`src/hdl/wildcard_glob_matcher_unit_assert.svh`:
```
// Assertion macros for the wildcard glob matcher.
`ifndef WILDCARD_GLOB_MATCHER_UNIT_ASSERT_SVH
`define WILDCARD_GLOB_MATCHER_UNIT_ASSERT_SVH

// Checked only while out of reset.
`define WGM_ASSERT(name, prop, msg) \
    name: assert property (@(posedge clk) disable iff (!rst_n) prop) else $error(msg);

// Checked at every edge, reset included.
`define WGM_ASSERT_ALWAYS(name, prop, msg) \
    name: assert property (@(posedge clk) prop) else $error(msg);

`endif

```
`src/hdl/wgm_pkg.sv`:
```
// Package with shared types and constants of the wildcard glob matcher.
package wgm_pkg;

    // Field widths fixed by the item format.
    localparam int UNIT_W = 16;
    localparam int PLEN_W = 6;
    localparam int PIDX_W = 5;

    // Special pattern units.
    localparam logic [UNIT_W-1:0] UNIT_STAR  = 16'h002A;
    localparam logic [UNIT_W-1:0] UNIT_QMARK = 16'h003F;

    // Item operation codes.
    typedef enum logic [1:0] {
        OP_LOAD    = 2'd0,
        OP_SUBJECT = 2'd1,
        OP_END     = 2'd2,
        OP_NONE    = 2'd3
    } op_t;

endpackage

```
`src/hdl/wildcard_glob_matcher_unit.sv`:
```
// Top level of the wildcard glob matcher: pattern store, position set and result register.
//
//   channel   | handshake             | payload
//   ----------+-----------------------+------------------------------------------
//   input     | in_valid / in_ready   | operation, pattern_index, code_unit
//   result    | out_valid / out_ready | matched
//   config    | pattern_length_we     | pattern_length
//
// One item is taken per cycle unless the input is held; an end item passes through the
// input register and then the result register, which raises out_valid.
// The position update is a single pass of per-position compares plus a log-depth
// prefix chain that closes active positions over runs of '*'.
// Reset clears the position set to position zero and the pattern length to zero;
// the pattern store is not cleared.
// Only an end item waiting on a full, stalled result register holds the input.
module wildcard_glob_matcher_unit
    import wgm_pkg::*;
#(
    parameter int PATTERN_MAX = 32
)
(
    input  logic                clk,
    input  logic                rst_n,
    input  logic                in_valid,
    output logic                in_ready,
    input  logic [1:0]          operation,
    input  logic [PIDX_W-1:0]   pattern_index,
    input  logic [UNIT_W-1:0]   code_unit,
    output logic                out_valid,
    input  logic                out_ready,
    output logic                matched,
    input  logic                pattern_length_we,
    input  logic [PLEN_W-1:0]   pattern_length
);

    localparam int NPOS  = PATTERN_MAX + 1;
    localparam int LEN_W = $clog2(NPOS);
    localparam int NLEV  = $clog2(NPOS);

    // Input register.
    logic                in_valid_reg;
    op_t                 op_reg;
    logic [PIDX_W-1:0]   idx_reg;
    logic [UNIT_W-1:0]   unit_reg;

    // Pattern store with decoded wildcard flags.
    logic [UNIT_W-1:0]   store_reg [PATTERN_MAX];
    logic [PATTERN_MAX-1:0] star_reg;
    logic [PATTERN_MAX-1:0] qmark_reg;

    // Configuration and matcher state.
    logic [PLEN_W-1:0]   pattern_length_reg;
    logic [NPOS-1:0]     active_reg;
    logic [NPOS-1:0]     active_next;
    logic                out_valid_reg;
    logic                matched_reg;

    logic                advance;
    logic                is_end;
    logic [LEN_W-1:0]    used_len;
    logic [PATTERN_MAX-1:0] use_mask;
    logic [PATTERN_MAX-1:0] hit;
    logic [NPOS-1:0]     closed;
    logic [NPOS-1:0]     gen_lvl  [NLEV+1];
    logic [NPOS-1:0]     prop_lvl [NLEV+1];

    // Stage two moves unless an end item finds the result register full and stalled.
    assign is_end   = (op_reg == OP_END);
    assign advance  = in_valid_reg && (!is_end || !out_valid_reg || out_ready);
    assign in_ready = !in_valid_reg || advance;

    // Length in use, capped at the store depth.
    always_comb
    begin
        if (32'(pattern_length_reg) > PATTERN_MAX)
        begin
            used_len = LEN_W'(PATTERN_MAX);
        end
        else
        begin
            used_len = LEN_W'(pattern_length_reg);
        end
    end

    // Per-position flags: position in use, and subject unit accepted there.
    always_comb
    begin
        for (int i = 0; i < PATTERN_MAX; i++)
        begin
            use_mask[i] = (32'(used_len) > i);
            hit[i]      = qmark_reg[i] || (store_reg[i] == unit_reg);
        end
    end

    // Star closure as a parallel prefix: position j+1 turns on when j is active
    // and holds an in-use '*'.
    always_comb
    begin
        gen_lvl[0]     = active_reg;
        prop_lvl[0][0] = 1'b0;
        for (int j = 1; j < NPOS; j++)
        begin
            prop_lvl[0][j] = star_reg[j-1] && use_mask[j-1];
        end
        for (int k = 0; k < NLEV; k++)
        begin
            for (int j = 0; j < NPOS; j++)
            begin
                if (j >= (1 << k))
                begin
                    gen_lvl[k+1][j]  = gen_lvl[k][j]
                                     || (prop_lvl[k][j] && gen_lvl[k][j-(1<<k)]);
                    prop_lvl[k+1][j] = prop_lvl[k][j] && prop_lvl[k][j-(1<<k)];
                end
                else
                begin
                    gen_lvl[k+1][j]  = gen_lvl[k][j];
                    prop_lvl[k+1][j] = prop_lvl[k][j];
                end
            end
        end
        closed = gen_lvl[NLEV];
    end

    // Next position set for a subject unit: '*' holds its place, a match steps on.
    always_comb
    begin
        for (int j = 0; j < NPOS; j++)
        begin
            active_next[j] = 1'b0;
            if (j < PATTERN_MAX)
            begin
                if (closed[j] && use_mask[j] && star_reg[j])
                begin
                    active_next[j] = 1'b1;
                end
            end
            if (j >= 1)
            begin
                if (closed[j-1] && use_mask[j-1] && !star_reg[j-1] && hit[j-1])
                begin
                    active_next[j] = 1'b1;
                end
            end
        end
    end

    // Input register takes a transfer whenever stage two is free or moving.
    always_ff @(posedge clk or negedge rst_n)
    begin
        if (!rst_n)
        begin
            in_valid_reg <= 1'b0;
        end
        else if (in_ready)
        begin
            in_valid_reg <= in_valid;
        end
    end

    always_ff @(posedge clk)
    begin
        if (in_ready && in_valid)
        begin
            op_reg   <= op_t'(operation);
            idx_reg  <= pattern_index;
            unit_reg <= code_unit;
        end
    end

    // Pattern loads; indexes beyond the store are dropped.
    always_ff @(posedge clk)
    begin
        for (int i = 0; i < PATTERN_MAX; i++)
        begin
            if (advance && (op_reg == OP_LOAD) && (32'(idx_reg) == i))
            begin
                store_reg[i] <= unit_reg;
                star_reg[i]  <= (unit_reg == UNIT_STAR);
                qmark_reg[i] <= (unit_reg == UNIT_QMARK);
            end
        end
    end

    // Pattern length register.
    always_ff @(posedge clk or negedge rst_n)
    begin
        if (!rst_n)
        begin
            pattern_length_reg <= '0;
        end
        else if (pattern_length_we)
        begin
            pattern_length_reg <= pattern_length;
        end
    end

    // Position set: stepped by subject units, rearmed by end items.
    always_ff @(posedge clk or negedge rst_n)
    begin
        if (!rst_n)
        begin
            active_reg <= NPOS'(1);
        end
        else if (advance)
        begin
            case (op_reg)
                OP_SUBJECT:
                begin
                    active_reg <= active_next;
                end
                OP_END:
                begin
                    active_reg <= NPOS'(1);
                end
                default:
                begin
                    active_reg <= active_reg;
                end
            endcase
        end
    end

    // Result register.
    always_ff @(posedge clk or negedge rst_n)
    begin
        if (!rst_n)
        begin
            out_valid_reg <= 1'b0;
        end
        else if (advance && is_end)
        begin
            out_valid_reg <= 1'b1;
        end
        else if (out_ready)
        begin
            out_valid_reg <= 1'b0;
        end
    end

    always_ff @(posedge clk)
    begin
        if (advance && is_end)
        begin
            matched_reg <= closed[used_len];
        end
    end

    assign out_valid = out_valid_reg;
    assign matched   = matched_reg;

    // Assertions.
    `include "wildcard_glob_matcher_unit_assert.svh"

    `WGM_ASSERT_ALWAYS(a_reset_empty, !rst_n |=> !out_valid_reg && !in_valid_reg,
        "pipeline not empty in reset")
    `WGM_ASSERT(a_end_rearms, advance && is_end |=> active_reg == NPOS'(1),
        "end item did not rearm")
    `WGM_ASSERT(a_load_keeps_state, advance && op_reg == OP_LOAD |=> $stable(active_reg),
        "load changed positions")
    `WGM_ASSERT(a_stall_cause,
        !in_ready |-> in_valid_reg && is_end && out_valid_reg && !out_ready,
        "input held without a stalled result")
    `WGM_ASSERT(a_result_source, $rose(out_valid_reg) |-> $past(advance && is_end),
        "result without an end item")

endmodule

```
`config.mk`:
```
export PLATFORM = sky130hd
export DESIGN_NAME = wildcard_glob_matcher_unit
export DESIGN_NICKNAME = d
export VERILOG_FILES = /design/src/hdl/wgm_pkg.sv /design/src/hdl/wildcard_glob_matcher_unit.sv
export VERILOG_INCLUDE_DIRS = /design/src /design/src/hdl
export SDC_FILE = /design/constraint.sdc
export NUM_CORES = 1
export LEC_CHECK = 0
export BUFFER_PORTS_ARGS = -buffer_cell sky130_fd_sc_hd__buf_2
export CAP_MARGIN = 20
export CORE_UTILIZATION = 40
export DETAILED_ROUTE_END_ITERATION = 8
export GPL_TIMING_DRIVEN = 0
export PLACE_DENSITY = 0.6
export SETUP_SLACK_MARGIN = 0.15
export SLEW_MARGIN = 20
export SYNTH_ARGS = -nofsm -noshare
export SYNTH_HDL_FRONTEND = slang
export SYNTH_SLANG_ARGS = --single-unit
```
`constraint.sdc`:
```
create_clock -name clk -period 10.6 [get_ports clk]
set_input_delay 0 -clock clk [delete_from_list [all_inputs] [get_ports clk]]
set_output_delay 0 -clock clk [all_outputs]
set_load 0.03 [all_outputs]
```
==> summary.txt, run 1 <==
Power and ir drop
  • Sequential Power Share: 0.490
  • Net Sw Power: 1.53 mW
  • Clk pwr share: 0.386
  • Worst VDD drop: 0.139 mV
  • Total power: 5.90 mW
  • Power Internal: 4.36 mW
  • Switching Share: 0.260
  • Lkg Pwr: 10.3 nW
  • Logic pwr share: 0.124
  • PwrDens: 177 nW/um2

Die
  • Die width: 267 um
  • Die Ht: 267 um
  • Initial Util: 0.407
  • FP Rows: 96
  • Boundary Pins: 37
  • Core ar.: 69,100 um2
  • Die area: 71,300 um2

Layout
  • Final core utilization: 0.482
  • Layout cells sized above 1: 0.137
  • Leading cell type in the layout, fill and taps excluded: edfxtp_1
  • Max FFs per register: 512
  • Final Instance Area: 33,300 um2
  • Post-route insts no fill: 3,166
  • Most frequent cells in the layout: edfxtp_1, xnor2_1, nand4_1, clkbuf_1, clkbuf_16
  • # fillers: 5,957
  • Area Overhead vs Synth: 18.6%
  • NumNets Final: 2,224

Setup path
  • Crit Path Max Fanout: 15
  • Kind of critical path: reg -> reg
  • Data arrival, critical path: 5.90 ns
  • Setup crit end kind: register
  • Worst EP required: 11.14 ns
  • CP Launch Type: register

Placed design
  • Placer congestion estimate: 0.922
  • DP HPWL: 60,600 um
  • Buffers on Ports: 35
  • Placed insts: 3,005
  • Placed Area: 30,700 um2

Yosys
  • Register area share after synthesis: 0.678
  • Syn Area/Cell: 14.3 um2
  • Yosys reg bits: 641
  • Count of different cell masters after synthesis: 82
  • Post-Synthesis Cells: 1,965
  • Async set-or-reset flop fraction in the synthesized netlist: 0.0640
  • Synth Flop Type: edfxtp_1
  • Syn nets: 2,001
  • Yosys Warn Count: 0
  • Post-synth EDFFs: 600
  • Synthesized area: 28,100 um2

GRT
  • Initial antenna violation count: 0
  • Vias in the first global route: 17,697
  • First-pass GRT wire length: 126,000 um
  • Total grt overflow: 0
  • Largest net degree at the start of global routing: 42
  • Tot GR Track Use: 0.252

Timing
  • Clock period minus worst slack: 5.36 ns
  • RSZ-0062 raised after global routing: no
  • Hold_ws: -0.0282 ns
  • Setup Skew: 0.0286 ns
  • Count of final setup violators: 0
  • Slew HR: 0.131
  • Max Clk Rate: 187 MHz
  • Tightest Pin Transition: 1.29 ns
  • Total negative slack: 0 ns
  • Crit share post-route: 0.506
  • Fin. max-slew vios: 0
  • Final Hold Viols: 40

Drt
  • Vias: 17,769
  • Antenna viol nets, final: 0
  • Drt first pass iters: 6
  • # DRC: 0
  • Total wire length: 89,000 um
  • Vias per std cell: 5.61
  • Wirelength per Cell: 28.1 um
  • Initial DRC count: 1,990

Job
  • Max-cap violations: 0

Clocking
  • Clock slew at reported path FFs: 0.06 ns
  • H-tree Lvls: 3
  • Clock Latency Late Sink: 0.62 ns
  • Clock Path Buffers: 3
  • CTS Sinks: 641
  • CTS root buf: clkbuf_16
  • CTS resizes: 0
  • Num CTS Buffers: 69
  • CTS tree: built

Outcome
  • Status: complete, but fails checks
  • Failing checks: hold timing

Min path
  • Min-delay worst type: in -> async
-- worst paths after layout --
path	start	endpoint	slack, ns	cells after the start
max in group asynchronous	rst_n	active_reg[21]	10.20	2
min in group clk	pattern_length_we	pattern_length_reg[4]	0.02	2
worst max-delay path	unit_reg[1]	active_reg[17]	5.24	11
worst min-delay path	rst_n	active_reg[25]	-0.03	2
worst max register to register	unit_reg[1]	active_reg[17]	5.24	11
worst min register to register	active_reg[29]	active_reg[29]	0.51	2
-- cell type report --
class | instances | area, um2 | share of cell area
antenna | 1 | 2.50 | 0.0000751
multi-input combinational | 1203 | 8730 | 0.262
inverter | 24 | 90.1 | 0.00270
tap | 931 | 1160 | 0.0350
sequential | 641 | 19000 | 0.572
clock buffer | 92 | 1840 | 0.0554
timing repair buffer | 152 | 1770 | 0.0532
clock inverter | 25 | 253 | 0.00759
buffer | 97 | 419 | 0.0126
-- worst max-delay path, stage by stage (launching register included) --
cell      delay [ns]
edfxtp_1        0.71
buf_8           0.26
clkbuf_1        0.41
buf_1           0.88
clkbuf_1        0.86
xnor2_1         0.20
nand4_1         0.12
nor4_1          0.91
nor2_1          0.34
nor4_1          0.29
o21ai_0         0.14
nand2_1         0.12
-- cells by family after synthesis --
logic type      count (synthesis)  share of synthesized area
flops                         641                      0.678
xor+xnor                      512                      0.160
simple gates                  428                     0.0808
compound gates                258                     0.0626
buf+inv                       121                     0.0169
mux                             3                    0.00120
fa+ha+maj                       2                   0.000891
-- stage by stage --
| step | hold slack [ns] | setup WS (ns) |
|---|---|---|
| 2_1_floorplan | -0.296 | 6.20 |
| 3_3_place_gp | 0.177 | 1.97 |
| 3_5_place_dp | 0.178 | 5.22 |
| 4_1_cts | 0.00947 | 5.19 |
| 5_1_grt | 0.00426 | 4.99 |
| 6_report | -0.0282 | 5.24 |
-- metal layers --
layer	routed length [um]	vias to the layer above	global-route usage
met5	0	-	0
met4	2410	0	0.0728
met3	6010	128	0.0414
met2	42500	714	0.414
met1	38100	9170	0.343
li1	-	7757	-
-- Yosys cell counts (7+ instances only) --
master | number | share of area
o211ai_1 | 7 | 0.0019
nand3_1 | 21 | 0.0037
clkbuf_1 | 68 | 0.0091
o21a_1 | 10 | 0.0027
dfrtp_1 | 40 | 0.036
o21ai_0 | 63 | 0.011
a21o_1 | 10 | 0.0027
xnor2_1 | 504 | 0.16
xor2_1 | 8 | 0.0025
nor2_1 | 94 | 0.013
buf_1 | 21 | 0.0028
a22o_1 | 8 | 0.0025
nand2b_1 | 9 | 0.0020
nor3_1 | 20 | 0.0036
o22ai_1 | 8 | 0.0018
nor2b_1 | 10 | 0.0022
nor4_1 | 43 | 0.0096
a31oi_1 | 18 | 0.0040
a211oi_1 | 7 | 0.0019
inv_1 | 23 | 0.0031
a21oi_1 | 53 | 0.0094
nand4_1 | 131 | 0.029
nand2_1 | 67 | 0.0090
edfxtp_1 | 600 | 0.64
-- power by group through the flow --
stage | combinational (mW) | sequential, mW | clock (mW)
3_5_place_dp | 0.708 | 2.94 | 0
6_report | 0.729 | 2.89 | 2.28
5_1_grt | 0.775 | 2.90 | 2.39
4_1_cts | 0.723 | 2.89 | 2.31
2_1_floorplan | 0.425 | 2.92 | 0
3_3_place_gp | 0.632 | 2.99 | 0
-- timing repair --
item / CTS / global route
buffers inserted: 0 / 0
endpoints found under the hold margin: 72 / 0
endpoints found under the setup margin: 0 / 0
hold buffers: 40 / 0
(Power assumes the default switching activity.)
==> run 2, diff against run 1 <==
--- a/config.mk
+++ b/config.mk
@@ -11,7 +11,7 @@
 export CORE_UTILIZATION = 40
 export DETAILED_ROUTE_END_ITERATION = 8
 export GPL_TIMING_DRIVEN = 0
-export PLACE_DENSITY = 0.6
+export PLACE_DENSITY = 0.62
 export SETUP_SLACK_MARGIN = 0.15
 export SLEW_MARGIN = 20
 export SYNTH_ARGS = -nofsm -noshare
==> constraint.sdc (replaced) <==
create_clock -name clk -period 4.58 [get_ports clk]
set_input_delay 0 -clock clk [delete_from_list [all_inputs] [get_ports clk]]
set_output_delay 0 -clock clk [all_outputs]
set_load 0.03 [all_outputs]
==> run 2 against run 1 <==
Clock power rose by 140%. Worst hold slack lost 0.013 ns. Die area stayed put. Sequential share of layout area shrank 0.21 points. The flow still finishes with violations (hold timing). Combinational power rose by 130%. Global-route usage fell by 0.58 points. Largest power group unchanged. Largest cell class unchanged. Clock skew down 0.0038 ns.
==> summary.txt, run 2 (same netlist as run 1, synthesis figures left out) <==
Timing
  • Final Hold Viols: 40 (unchanged)
  • Clock period minus worst slack: 4.32 ns (-1.04 ns)
  • Fin. max-slew vios: 0 (unchanged)
  • Hold_ws: -0.0416 ns (-0.0134 ns)
  • Tightest Pin Transition: 1.29 ns (-0.00279 ns)
  • Count of final setup violators: 0 (unchanged)
  • Setup Skew: 0.0247 ns (-0.00383 ns)
  • Slew HR: 0.133 (+0.00188)
  • RSZ-0062 raised after global routing: yes
  • Crit share post-route: 0.944 (+0.438)
  • Max Clk Rate: 231 MHz (+24%)
  • Final WS setup: 0.257 ns (-4.98 ns)

Placed design
  • Pre-CTS setup slack: -0.350 ns (-5.57 ns)
  • DP HPWL: 59,100 um (-2.5%)
  • Placed insts: 3,007 (+0.067%)
  • Placed Area: 30,700 um2 (-0.15%)
  • Placer congestion estimate: 0.912 (-1.0%)
  • Buffers on Ports: 35 (unchanged)

Drt
  • Vias per std cell: 5.60 (-0.15%)
  • Antenna viol nets, final: 0 (unchanged)
  • # DRC: 0 (unchanged)
  • Drt first pass iters: 5 (-1)
  • Vias: 17,837 (+0.38%)
  • Initial DRC count: 2,192 (+10%)
  • Wirelength per Cell: 27.3 um (-2.9%)
  • Total wire length: 86,900 um (-2.4%)

Layout
  • Max FFs per register: 512 (unchanged)
  • Storage cell area: 19,000 um2 (unchanged)
  • Most frequent cells in the layout: edfxtp_1, xnor2_1, nand4_1, clkbuf_16, nand2_1
  • Leading cell type in the layout, fill and taps excluded: edfxtp_1
  • # fillers: 5,870 (-1.5%)
  • NumNets Final: 2,229 (+0.22%)
  • Multi-input logic area: 8710 um2 (-0.24%)
  • Post-route insts no fill: 3,183 (+0.54%)
  • Area Overhead vs Synth: 19.0%
  • Layout cells sized above 1: 0.138 (+0.00137)
  • Final Instance Area: 33,400 um2 (+0.38%)

Setup path
  • Reg2reg end: active_reg[24]
  • Sequence of cells on the critical path: buf_16 -> buf_8 -> clkbuf_1 -> clkdlybuf4s15_1 -> xnor2_1 -> nand4_1 -> nor4_1 -> nor2_1 -> a2111oi_0 -> a31oi_1 -> o21ai_1
  • Slowest stage cell, crit path: clkdlybuf4s15_1
  • Worst EP required: 5.10 ns (-6.04 ns)
  • R2R Setup Slk: 0.26 ns (-4.98 ns)
  • Reg-to-reg startpoint: unit_reg[14]
  • Data arrival, critical path: 4.85 ns (-1.05 ns)
  • Reg2Reg Depth: 11 (unchanged)
  • CP max stage delay: 0.83 ns (-0.08 ns)
  • CP Launch Type: register
  • Crit path from: unit_reg[14]
  • Setup crit end kind: register
  • Crit Path Max Fanout: 12 (-3)
  • Kind of critical path: reg -> reg

Die
  • FP Rows: 96 (unchanged)
  • Initial Util: 0.407 (unchanged)
  • Die width: 267 um (unchanged)
  • Die Ht: 267 um (unchanged)
  • Die area: 71,300 um2 (unchanged)
  • Boundary Pins: 37 (unchanged)
  • Core ar.: 69,100 um2 (unchanged)

Clocking
  • CTS root buf: clkbuf_16
  • CTS Sinks: 641 (unchanged)
  • Clock Path Buffers: 3 (unchanged)
  • Clock Latency Late Sink: 0.62 ns (about the same)
  • CTS tree: built
  • Num CTS Buffers: 70 (+1.4%)
  • Clock slew at reported path FFs: 0.06 ns (about the same)
  • H-tree Lvls: 3 (unchanged)

GRT
  • Tot GR Track Use: 0.246 (-0.00583)
  • First-pass GRT wire length: 124,000 um (-1.7%)
  • Initial antenna violation count: 1 (+1)
  • Total grt overflow: 0 (unchanged)
  • Largest net degree at the start of global routing: 42 (unchanged)
  • Vias in the first global route: 17,681 (-0.090%)

Power and ir drop
  • Power Internal: 10.3 mW (+140%)
  • PwrDens: 415 nW/um2 (+130%)
  • Logic pwr share: 0.120 (-0.004)
  • Clk pwr share: 0.398 (+0.012)
  • Worst VDD drop: 0.243 mV (+75%)
  • Switching Share: 0.256 (-0.00354)
  • Lkg Pwr: 10.4 nW (+0.70%)
  • Net Sw Power: 3.56 mW (+130%)
  • Total power: 13.9 mW (+140%)
  • Sequential Power Share: 0.481 (-0.009)

Job
  • Max-cap violations: 0 (unchanged)

Outcome
  • Failing checks: hold timing
  • Status: complete, but fails checks

Min path
  • Min-delay worst type: in -> async
-- run 2: routing by layer --
layer / global-route usage / up-vias / part of all wire
met1: 0.338 / 9076 / 0.41
met4: 0.0772 / 2 / 0.033
met5: 0 / - / 0.00021
met3: 0.0365 / 143 / 0.077
met2: 0.401 / 838 / 0.47
li1: - / 7778 / -
-- run 2: power groups by stage --
stage	Clock (mW)	Combinational, mW	Sequential, mW
2_1_floorplan	0	0.984	6.76
4_1_cts	5.59	1.65	6.68
3_5_place_dp	0	1.62	6.80
3_3_place_gp	0	1.43	6.91
5_1_grt	5.81	1.78	6.69
6_report	5.53	1.67	6.68
-- run 2: worst max-delay path by stage --
| stage | endpoint | slack, ns | depth (start not counted) |
|---|---|---|---|
| after CTS | star_reg[27] | 0.20 | 8 |
| after global placement | star_reg[25] | -4.75 | 5 |
| after detailed placement | active_reg[11] | -0.35 | 10 |
| final | active_reg[24] | 0.26 | 11 |
| after floorplan | star_reg[0] | 0.18 | 5 |
| after global routing | matched | 0.14 | 12 |
-- run 2: area by class of cell --
type | count | area share
timing repair buffer | 156 | 0.0526
tap | 931 | 0.0348
antenna | 4 | 0.000299
clock buffer | 92 | 0.0570
inverter | 24 | 0.00269
multi-input combinational | 1203 | 0.260
clock inverter | 35 | 0.00973
sequential | 641 | 0.569
buffer | 97 | 0.0131
-- run 2: timing repair --
action                                  CTS  global route
endpoints found under the setup margin   47            17
buffers inserted                          0             2
gates resized for setup                   8            10
hold endpoints to repair                 77             0
hold buffers                             42             0
-- run 2: through the flow --
stage / setup TNS [ns] / utilization
after CTS: 0 / 0.483
after detailed placement: -6.29 / 0.444
final: 0 / 0.484
after global placement: -248.55 / 0.426
after floorplan: 0 / -
after global routing: 0 / 0.484
-- run 2: critical path, delay by kind of cell, from the launching register on --
family	cells	cell delay (ns)
buffers and inverters	4	1.68
AO/OA/AOI/OAI	3	0.82
flip-flops	1	0.80
AND/OR/NAND/NOR	3	0.69
XOR/XNOR	1	0.20
==> run 3, diff against run 2 <==
--- a/config.mk
+++ b/config.mk
@@ -8,10 +8,10 @@
 export LEC_CHECK = 0
 export BUFFER_PORTS_ARGS = -buffer_cell sky130_fd_sc_hd__buf_2
 export CAP_MARGIN = 20
-export CORE_UTILIZATION = 40
+export CORE_UTILIZATION = 57
 export DETAILED_ROUTE_END_ITERATION = 8
 export GPL_TIMING_DRIVEN = 0
-export PLACE_DENSITY = 0.62
+export PLACE_DENSITY = 0.81
 export SETUP_SLACK_MARGIN = 0.15
 export SLEW_MARGIN = 20
 export SYNTH_ARGS = -nofsm -noshare
==> run 3 against run 2 <==
The run now ends clean. Clock skew up 0.025 ns. Wire length down 5.3%. Global-route usage up 8.6 points. Maximum frequency up 0.46%. Clock power down 7.2%. Combinational power down 2%. Critical path type unchanged.
==> summary.txt, run 3 (same netlist as run 1, synthesis figures left out) <==
Outcome
  • Status: complete, no violations

Timing
  • Count of final setup violators: 0 (unchanged)
  • Fin. max-slew vios: 0 (unchanged)
  • Clock period minus worst slack: 4.30 ns (-0.0199 ns)
  • Max Clk Rate: 232 MHz (+0.46%)
  • Total negative slack: 0 ns (unchanged)
  • Final Hold Viols: 0 (-100%)
  • Setup Skew: 0.0502 ns (+0.0255 ns)
  • Tightest Pin Transition: 1.25 ns (-0.0395 ns)
  • Slew HR: 0.167 (+0.0342)
  • RSZ-0062 raised after global routing: no
  • Final WS setup: 0.277 ns (+0.0199 ns)
  • Crit share post-route: 0.940 (-0.00435)

GRT
  • Tot GR Track Use: 0.332 (+0.0861)
  • Vias in the first global route: 18,045 (+2.1%)
  • Initial antenna violation count: 1 (unchanged)
  • Largest net degree at the start of global routing: 42 (unchanged)
  • First-pass GRT wire length: 119,000 um (-4.2%)
  • Total grt overflow: 0 (unchanged)

Min path
  • Min-delay worst type: in -> reg
  • Worst Hold Depth: 2
  • Hold endpoint: unit_reg[14]
  • Min-delay src: code_unit[14]

Placed design
  • Buffers on Ports: 35 (unchanged)
  • Pre-CTS setup slack: -0.328 ns (+0.0215 ns)
  • Placer congestion estimate: 0.929 (+1.8%)
  • DP HPWL: 54,400 um (-8.0%)
  • Placed Area: 30,100 um2 (-1.8%)
  • Placed insts: 2,718 (-9.6%)

Drt
  • Total wire length: 82,200 um (-5.3%)
  • Vias: 18,122 (+1.6%)
  • Vias per std cell: 6.29 (+12%)
  • Initial DRC count: 2,494 (+14%)
  • Antenna viol nets, final: 0 (unchanged)
  • # DRC: 0 (unchanged)
  • Wirelength per Cell: 28.5 um (+4.6%)
  • Drt first pass iters: 5 (unchanged)

Layout
  • Area Overhead vs Synth: 16.4%
  • Multi-input logic area: 8720 um2 (+0.11%)
  • Post-route insts no fill: 2,880 (-9.5%)
  • Leading cell type in the layout, fill and taps excluded: edfxtp_1
  • Storage cell area: 19,000 um2 (unchanged)
  • N_diodes: 0 (-4)
  • Layout cells sized above 1: 0.135 (-0.00345)
  • # fillers: 3,129 (-47%)
  • Max FFs per register: 512 (unchanged)
  • Final Instance Area: 32,700 um2 (-2.2%)
  • NumNets Final: 2,207 (-0.99%)
  • Most frequent cells in the layout: edfxtp_1, xnor2_1, nand4_1, nand2_1, clkbuf_1

Die
  • Boundary Pins: 37 (unchanged)
  • Die area: 50,200 um2 (-30%)
  • Die width: 224 um (-16%)
  • FP Rows: 80 (-17%)
  • Die Ht: 224 um (-16%)
  • Initial Util: 0.583 (+0.177)
  • Core ar.: 48,100 um2 (-30%)

Clocking
  • H-tree Lvls: 2 (-1)
  • Clock Latency Late Sink: 0.66 ns (+0.04 ns)
  • CTS tree: built
  • Num CTS Buffers: 61 (-13%)
  • Clock slew at reported path FFs: 0.06 ns (about the same)
  • Clock Path Buffers: 3 (unchanged)
  • CTS root buf: clkbuf_16
  • CTS Sinks: 641 (unchanged)

Setup path
  • Reg2Reg Depth: 10 (-1)
  • Reg-to-reg startpoint: unit_reg[0]
  • Slowest stage cell, crit path: clkdlybuf4s15_1
  • Reg2reg end: active_reg[10]
  • Data arrival, critical path: 4.86 ns (about the same)
  • Worst EP required: 5.14 ns (+0.04 ns)
  • Sequence of cells on the critical path: buf_16 -> clkbuf_1 -> clkdlybuf4s15_1 -> xnor2_1 -> nand4_1 -> nor4_1 -> o221ai_1 -> o22ai_1 -> nand2_1 -> o21ai_0
  • Kind of critical path: reg -> reg
  • Crit Path Max Fanout: 14 (+2)
  • Worst path depth: 10 (-1)
  • Buf/Inv on CP: 3 (-1)
  • CP max stage delay: 0.93 ns (+0.10 ns)
  • CP Launch Type: register
  • Family with the most delay on the worst path: buffers and inverters
  • R2R Setup Slk: 0.28 ns (+0.02 ns)
  • Setup crit end kind: register

Job
  • Max-cap violations: 0 (unchanged)

Power and ir drop
  • PwrDens: 411 nW/um2 (-0.96%)
  • Worst VDD drop: 0.354 mV (+46%)
  • Total power: 13.4 mW (-3.1%)
  • Lkg Pwr: 10.2 nW (-1.8%)
==> run 3: cell count changes in the layout (fill, tap and decap cells not counted), moves of 3 or more <==
cell       delta
buf_2         -4
clkinv_2     +10
buf_8         -7
bufinv_16     +3
clkbuf_2      +4
clkbuf_16    -11
clkinv_1      -9
diode_2       -4
==> run 3: layer usage <==
metal | up-vias | wire length, um | part of all wire | global-route usage
li1 | 7733 | - | - | -
met1 | 8981 | 30600 | 0.37 | 0.444
met2 | 1198 | 39200 | 0.48 | 0.531
met3 | 208 | 8930 | 0.11 | 0.0649
met4 | 2 | 3480 | 0.042 | 0.145
met5 | - | 13 | 0.00016 | 0
==> run 3: what timing repair did <==
item,CTS,global route
gates resized for setup,12,25
setup endpoints to repair,68,14
hold buffers,42,1
setup buffers,0,3
hold endpoints to repair,72,40
==> run 3: worst max-delay path by stage <==
stage               slack (ns)         start             end
finish                    0.28   unit_reg[0]  active_reg[10]
global route              0.15  unit_reg[11]  active_reg[10]
CTS                       0.15  unit_reg[15]  active_reg[13]
detailed placement       -0.33   unit_reg[1]  active_reg[11]
global placement         -3.83   unit_reg[1]    star_reg[26]
floorplan                 0.18   unit_reg[1]     star_reg[0]
==> run 3: worst reg2reg max path, stage by stage, from the launching register on <==
cell and delay, ns:
edfxtp_1 0.72, buf_16 0.23, clkbuf_1 0.44, clkdlybuf4s15_1 0.93, xnor2_1 0.21, nand4_1 0.15, nor4_1 0.90, o221ai_1 0.27
o22ai_1 0.17, nand2_1 0.07, o21ai_0 0.10
==> run 3: area by class of cell <==
cell class / count / area share
multi-input cells: 1203 / 0.266
repair buffers: 143 / 0.0476
inverters: 24 / 0.00287
plain buffers: 97 / 0.0136
flip-flops and latches: 641 / 0.582
well taps: 656 / 0.0251
clock inverters: 39 / 0.0131
clock buffers: 77 / 0.0491
==> run 3: metrics by stage <==
step,utilization,hold WS [ns]
4_1_cts,0.678,0.0272
3_3_place_gp,0.604,0.176
5_1_grt,0.679,0.0499
3_5_place_dp,0.626,0.178
2_1_floorplan,-,-0.296
6_report,0.679,0.0534
==> run 3: power by group <==
part,internal [mW],total (mW),switching [mW]
clock,2.89,5.13,2.24
combinational,0.613,1.63,1.02
sequential,6.51,6.68,0.163
